--- config.mk ---
export PLATFORM = sky130hd
export DESIGN_NAME = miller_rabin_prime_test_top
export DESIGN_NICKNAME = d
export VERILOG_FILES = /design/src/hw/rtl/mrpt_pkg.sv /design/src/hw/rtl/mrpt_modmul.sv /design/src/hw/rtl/miller_rabin_prime_test_top.sv
export VERILOG_INCLUDE_DIRS = /design/src /design/src/hw/rtl
export SDC_FILE = /design/constraint.sdc
export NUM_CORES = 2
export LEC_CHECK = 0
export BUFFER_PORTS_ARGS = -buffer_cell sky130_fd_sc_hd__buf_2
export CORE_ASPECT_RATIO = 1.4
export CORE_MARGIN = 8
export CORE_UTILIZATION = 35
export DETAILED_ROUTE_END_ITERATION = 8
export PLACE_DENSITY = 0.47
export SLEW_MARGIN = 0
export SYNTH_ARGS = -nofsm -noshare
export SYNTH_HDL_FRONTEND = slang
export SYNTH_SLANG_ARGS = --single-unit
--- constraint.sdc ---
create_clock -name clk -period 14 [get_ports clk]
set_input_delay 0.7 -clock clk [delete_from_list [all_inputs] [get_ports clk]]
set_output_delay 0.7 -clock clk [all_outputs]
set_load 0.1 [all_outputs]
--- src/hw/rtl/assert_macros.svh ---
// Assertion macros shared by the RTL files.
// No dependencies.
`ifndef ASSERT_MACROS_SVH
`define ASSERT_MACROS_SVH
// implication checked every clock, disabled in reset
`define ASSERT_IMPL(lbl, ant, con) \
  lbl: assert property (@(posedge clk) disable iff (rst) (ant) |-> (con)) \
    else $error("assertion failed");
// next-cycle implication
`define ASSERT_NEXT(lbl, ant, con) \
  lbl: assert property (@(posedge clk) disable iff (rst) (ant) |=> (con)) \
    else $error("assertion failed");
`endif

--- src/hw/rtl/mrpt_pkg.sv ---
// Package for the Miller-Rabin prime test: widths, base table.
// No dependencies.
package mrpt_pkg;
  localparam int unsigned WordW = 64;
  localparam int unsigned BaseTableSize = 12;
  localparam int unsigned DefNumBases = 9;

  function automatic logic [5:0] base_value(input logic [3:0] idx);
    logic [5:0] v;
    begin
      unique case (idx)
        4'd0: v = 6'd2;
        4'd1: v = 6'd3;
        4'd2: v = 6'd5;
        4'd3: v = 6'd7;
        4'd4: v = 6'd11;
        4'd5: v = 6'd13;
        4'd6: v = 6'd17;
        4'd7: v = 6'd19;
        4'd8: v = 6'd23;
        4'd9: v = 6'd29;
        4'd10: v = 6'd31;
        4'd11: v = 6'd37;
        default: v = 6'd2;
      endcase
      return v;
    end
  endfunction
endpackage

--- src/hw/rtl/mrpt_modmul.sv ---
// Bit-serial modular multiplier: (x*y) mod m, one bit of y per cycle.
// Uses mrpt_pkg. x, y < m < 2^63.
module mrpt_modmul import mrpt_pkg::*; (
  input  logic             clk,
  input  logic             rst,
  input  logic             start,
  input  logic [WordW-1:0] x,
  input  logic [WordW-1:0] y,
  input  logic [WordW-1:0] m,
  output logic             done,
  output logic [WordW-1:0] prod
);
  logic [WordW-1:0] acc, yr, xr, mr;
  logic [6:0] cnt;
  logic busy;
  logic [WordW-1:0] dbl, dbl_r, add, add_r;

  always_comb begin
    dbl = {acc[WordW-2:0], 1'b0};
    dbl_r = (dbl >= mr) ? dbl - mr : dbl;
    add = dbl_r + xr;
    add_r = (add >= mr) ? add - mr : add;
  end

  always_ff @(posedge clk) begin
    if (rst) begin
      busy <= 1'b0;
      done <= 1'b0;
      cnt <= '0;
    end else begin
      done <= 1'b0;
      if (start) begin
        busy <= 1'b1;
        acc <= '0;
        xr <= x;
        yr <= y;
        mr <= m;
        cnt <= 7'd0;
      end else if (busy) begin
        acc <= yr[WordW-1] ? add_r : dbl_r;
        yr <= {yr[WordW-2:0], 1'b0};
        cnt <= cnt + 7'd1;
        if (cnt == 7'(WordW - 1)) begin
          busy <= 1'b0;
          done <= 1'b1;
        end
      end
    end
  end
  assign prod = acc;
endmodule

--- src/hw/rtl/miller_rabin_prime_test_top.sv ---
// Miller-Rabin prime test, 64-bit signed candidate, one result per request.
// Each modular multiply runs on the single shared modmul; a full prime test takes up
// to min(NUM_BASES, 12) * ~127 multiplies, as the base table holds twelve bases.
// Trivial candidates raise out_valid from S_CHECK, without a multiply. One request at a time.
// Reset: synchronous, clears the sequencer and output valid.
// Uses mrpt_pkg, mrpt_modmul, assert_macros.svh.
`include "assert_macros.svh"
module miller_rabin_prime_test_top import mrpt_pkg::*; #(
  parameter int unsigned NUM_BASES = DefNumBases
) (
  input  logic                    clk,
  input  logic                    rst,
  input  logic                    in_valid,
  output logic                    in_stall,
  input  logic signed [WordW-1:0] candidate,
  output logic                    out_valid,
  input  logic                    out_stall,
  output logic                    prime_flag
);
  localparam int unsigned NB = (NUM_BASES > BaseTableSize) ? BaseTableSize : NUM_BASES;

  typedef enum logic [3:0] {
    S_IDLE, S_CHECK, S_BASE, S_POWSQ_MUL, S_POW_WAIT_R, S_POW_SQ, S_POW_WAIT_B,
    S_CHAIN, S_CHAIN_WAIT, S_NEXT, S_DONE
  } state_t;

  state_t state;
  logic [WordW-1:0] n, d, e, r, b, x, last;
  logic [5:0] s, ri;
  logic [3:0] bi;
  logic seen;
  logic mm_start, mm_done;
  logic [WordW-1:0] mm_x, mm_y, mm_prod;
  logic [WordW-1:0] nm1;
  logic [5:0] bval;
  logic hit;

  assign nm1 = n - 64'd1;
  assign bval = base_value(bi);

  always_comb begin
    hit = 1'b0;
    for (int i = 0; i < NB; i++) begin
      if (n == WordW'(base_value(4'(i)))) hit = 1'b1;
    end
  end

  mrpt_modmul u_mul (
    .clk(clk), .rst(rst), .start(mm_start), .x(mm_x), .y(mm_y), .m(n),
    .done(mm_done), .prod(mm_prod)
  );

  assign in_stall = (state != S_IDLE);

  always_ff @(posedge clk) begin
    if (rst) begin
      state <= S_IDLE;
      out_valid <= 1'b0;
      mm_start <= 1'b0;
    end else begin
      mm_start <= 1'b0;
      unique case (state)
        S_IDLE: begin
          if (in_valid) begin
            n <= candidate;
            state <= S_CHECK;
          end
        end
        S_CHECK: begin
          bi <= '0;
          if (n[WordW-1] || n < 64'd2) begin
            prime_flag <= 1'b0;
            out_valid <= 1'b1;
            state <= S_DONE;
          end else if (hit || NB == 0) begin
            prime_flag <= 1'b1;
            out_valid <= 1'b1;
            state <= S_DONE;
          end else begin
            prime_flag <= 1'b1;
            state <= S_BASE;
          end
        end
        S_BASE: begin
          // base 2 rejects every composite below the larger bases, so any base
          // reached here is below n and needs no reduction
          d <= nm1;
          s <= '0;
          r <= 64'd1;
          b <= WordW'(bval);
          state <= S_POWSQ_MUL;
          e <= '0;
        end
        S_POWSQ_MUL: begin
          // strip factors of two from d first
          if (!d[0] && d != '0 && s < 6'd63) begin
            d <= d >> 1;
            s <= s + 6'd1;
          end else if (e == '0 && d != '0) begin
            e <= d;
            d <= '0;
          end else if (e == '0) begin
            x <= r;
            ri <= '0;
            seen <= 1'b0;
            state <= S_CHAIN;
          end else if (e[0]) begin
            mm_x <= r; mm_y <= b; mm_start <= 1'b1;
            state <= S_POW_WAIT_R;
          end else begin
            state <= S_POW_SQ;
          end
        end
        S_POW_WAIT_R: begin
          if (mm_done) begin
            r <= mm_prod;
            state <= S_POW_SQ;
          end
        end
        S_POW_SQ: begin
          mm_x <= b; mm_y <= b; mm_start <= 1'b1;
          state <= S_POW_WAIT_B;
        end
        S_POW_WAIT_B: begin
          if (mm_done) begin
            b <= mm_prod;
            e <= e >> 1;
            state <= S_POWSQ_MUL;
          end
        end
        S_CHAIN: begin
          if (x != 64'd1) begin
            seen <= 1'b1;
            last <= x;
          end
          if (ri < s) begin
            mm_x <= x; mm_y <= x; mm_start <= 1'b1;
            state <= S_CHAIN_WAIT;
          end else begin
            state <= S_NEXT;
          end
        end
        S_CHAIN_WAIT: begin
          if (mm_done) begin
            x <= mm_prod;
            ri <= ri + 6'd1;
            state <= S_CHAIN;
          end
        end
        S_NEXT: begin
          if (seen && last != nm1) begin
            prime_flag <= 1'b0;
            out_valid <= 1'b1;
            state <= S_DONE;
          end else if (32'(bi) + 1 >= NB) begin
            out_valid <= 1'b1;
            state <= S_DONE;
          end else begin
            bi <= bi + 4'd1;
            state <= S_BASE;
          end
        end
        S_DONE: begin
          if (!out_stall) begin
            out_valid <= 1'b0;
            state <= S_IDLE;
          end
        end
        default: state <= S_IDLE;
      endcase
    end
  end

  `ASSERT_IMPL(a_out_only_done, out_valid, state == S_DONE)
  `ASSERT_IMPL(a_stall_busy, out_valid, in_stall)
  `ASSERT_NEXT(a_accept_busy, in_valid && !in_stall, in_stall)
endmodule
==> impl_metrics.ini <==
[run_status]
outcome = finished, final reports clean

[clock_network]
cts_tree = done
cts.sinks = 871
numCtsBuffers = 97
postCtsResizedCells = 0
clock_latency_ps = 740
clock_path_buffers = 3
postCtsSetupBuffers = 0
cts-htree-levels = 3
root_buffer = clkbuf_16
clk_pin_slew_ps = 70
cts_hold_repair.buffers = 0

[detailed_routing]
first_pass_iters = 6
vias = 38440
detail_route.wl_per_cell_um = 27.75
routed_wl_um = 189300
ant_nets = 0
post-route-drc-count = 0
vias_per_cell = 5.635
drtIter0Drc = 3373

[layout]
layout_common_cells = nand2_1 (911), edfxtp_1 (850), o21ai_0 (295)
fill_cells = 14100
regArea_um2 = 25950
layout-drive-gt1-share_pct = 8.335
final_common_cell = nand2_1
area_growth_pct = 11.41
fin_nets = 5109
multi_input_area_um2 = 22550
fin_util_pct = 39.12
finalNonFillerCells = 6822
fin_area_um2 = 55550

[timing]
slew_violations = 0
clock_skew_ps = 35.53
rsz0062_at_grt = false
fin_hold_ws_ps = 143.1
max_freq_ghz = 0.08019
tightest_slew_ps = 1235
slew_headroom_pct = 17.08
finalHoldViolations = 0
finalSetupTns_ps = 0
period_share_pct = 89.08
setup_viol = 0
fin_crit_ps = 12470
fin_ws_ps = 1529

[pwr]
leakagePower_nw = 20.69
finalPower_mw = 8.672
vdd_drop_max_mv = 0.1193
powerDensity_nw_per_um2 = 156.1

[die]
die_area_um2 = 155000
floorplan.initialDensity_pct = 35.11
die_h_um = 462.6
rows = 164
ios = 71
die_w_um = 335.0
core_um2 = 142000

[worst_hold_path]
min_path_type = input pin to flop
hold_start = candidate[33]

[yosys]
synthFlopType = edfxtp_1
ys_types = 90
seq_area_frac_synth_pct = 52.04
yosysWarnings = 0
synth_seq_cells = 871
avgSynthCellArea_um2 = 10.28
syn_area_um2 = 49860
synth_edf_count = 850
synth_cells = 4851
synth-async-reset-ratio_pct = 0
synthesis.nets = 5131

[grt]
grt_overflow = 0
grt_use_total_pct = 23.67
grt_pass1_vias = 38030
grt_max_degree = 109
antenna_found_initial = 11
grt_pass1_wl_um = 270300

[setup_path]
rr_startpoint = u_mul.prod[0]
required_ps = 14570
cp-end-kind = flop
crit_type = flop to flop
crit_path_start = u_mul.prod[0]
start_kind = flop
max_stage_delay_ps = 940
arrival_ps = 13040
slowest_stage = a2111oi_0
path_max_fanout = 87

[flow_run]
drv_cap = 0

[place]
place.gp.congestion = 0.9429
dpl_cell_area_um2 = 52330
io_buffers = 70
post-place-ws_ps = 1857
hpwl_um = 139300
dp.cells = 6639
## cells by family (layout without fill, tap and decap cells)
| group | count (synthesis) | after routing | synth area share, % |
|---|---|---|---|
| xor+xnor | 310 | 310 | 5.501 |
| other cells | 0 | 6 | 0 |
| flops | 871 | 871 | 52.04 |
| simple gates | 1842 | 1842 | 17.34 |
| mux | 156 | 156 | 3.308 |
| compound gates | 1054 | 1054 | 13.34 |
| buf+inv | 406 | 462 | 3.104 |
| fa+ha+maj | 212 | 212 | 5.365 |
## critical path: cells and delay by family, from the launching register on
kind / cells / cell delay, ps
fa+ha+maj: 3 / 1270
compound gates: 21 / 6520
buf+inv: 4 / 610
simple gates: 9 / 2540
mux: 1 / 420
xor+xnor: 1 / 210
flops: 1 / 490
## synth_stat cells, types with 74 or more instances
| cell | count | area share, % |
|---|---|---|
| xor2_1 | 126 | 2.2 |
| nor2_1 | 234 | 1.8 |
| nor3_1 | 83 | 0.83 |
| ha_1 | 209 | 5.2 |
| nand3_1 | 74 | 0.74 |
| and3_1 | 104 | 1.3 |
| xnor2_1 | 182 | 3.2 |
| nor4_1 | 96 | 1.2 |
| mux2i_1 | 86 | 1.7 |
| o21ai_0 | 295 | 3.0 |
| clkbuf_1 | 226 | 1.7 |
| nand2_1 | 912 | 6.9 |
| inv_1 | 149 | 1.1 |
| a21oi_1 | 249 | 2.5 |
| edfxtp_1 | 850 | 51 |
| o22ai_1 | 74 | 0.93 |
| a21o_1 | 108 | 1.6 |
## final timing paths
check | endpoint | slack [ps] | depth (start not counted)
worst min-delay path | n[33] | 140 | 1
worst max-delay path | u_mul.prod[4] | 1530 | 39
worst max register to register | u_mul.prod[4] | 1530 | 39
worst min register to register | u_mul.xr[6] | 420 | 0
## routing by layer
| metal | share of wire (%) | track usage, % | vias up | wire length, µm |
|---|---|---|---|---|
| met4 | 5.5 | 12.05 | 4 | 10330 |
| met2 | 48 | 40.13 | 1235 | 91150 |
| met5 | 0.014 | 0 | - | 27 |
| met1 | 41 | 29.69 | 19130 | 78490 |
| met3 | 4.9 | 2.683 | 290 | 9311 |
| li1 | - | - | 17780 | - |
## layout make-up
cell class / count / share of cell area, %
sequential: 871 / 46.72
multi-input combinational: 3574 / 40.60
clock buffer: 113 / 4.631
clock inverter: 64 / 1.133
inverter: 152 / 1.036
timing repair buffer: 133 / 1.550
tap: 1909 / 4.300
antenna: 6 / 0.02703
## power by group
group / internal, mW / leakage, nW / switching [mW]
sequential: 3.19 / 7.90 / 0.250
clock: 1.49 / 1.55 / 1.17
combinational: 0.868 / 11.2 / 1.71
total: 5.54 / 20.7 / 3.13
Power figures use the tool's default switching activity.
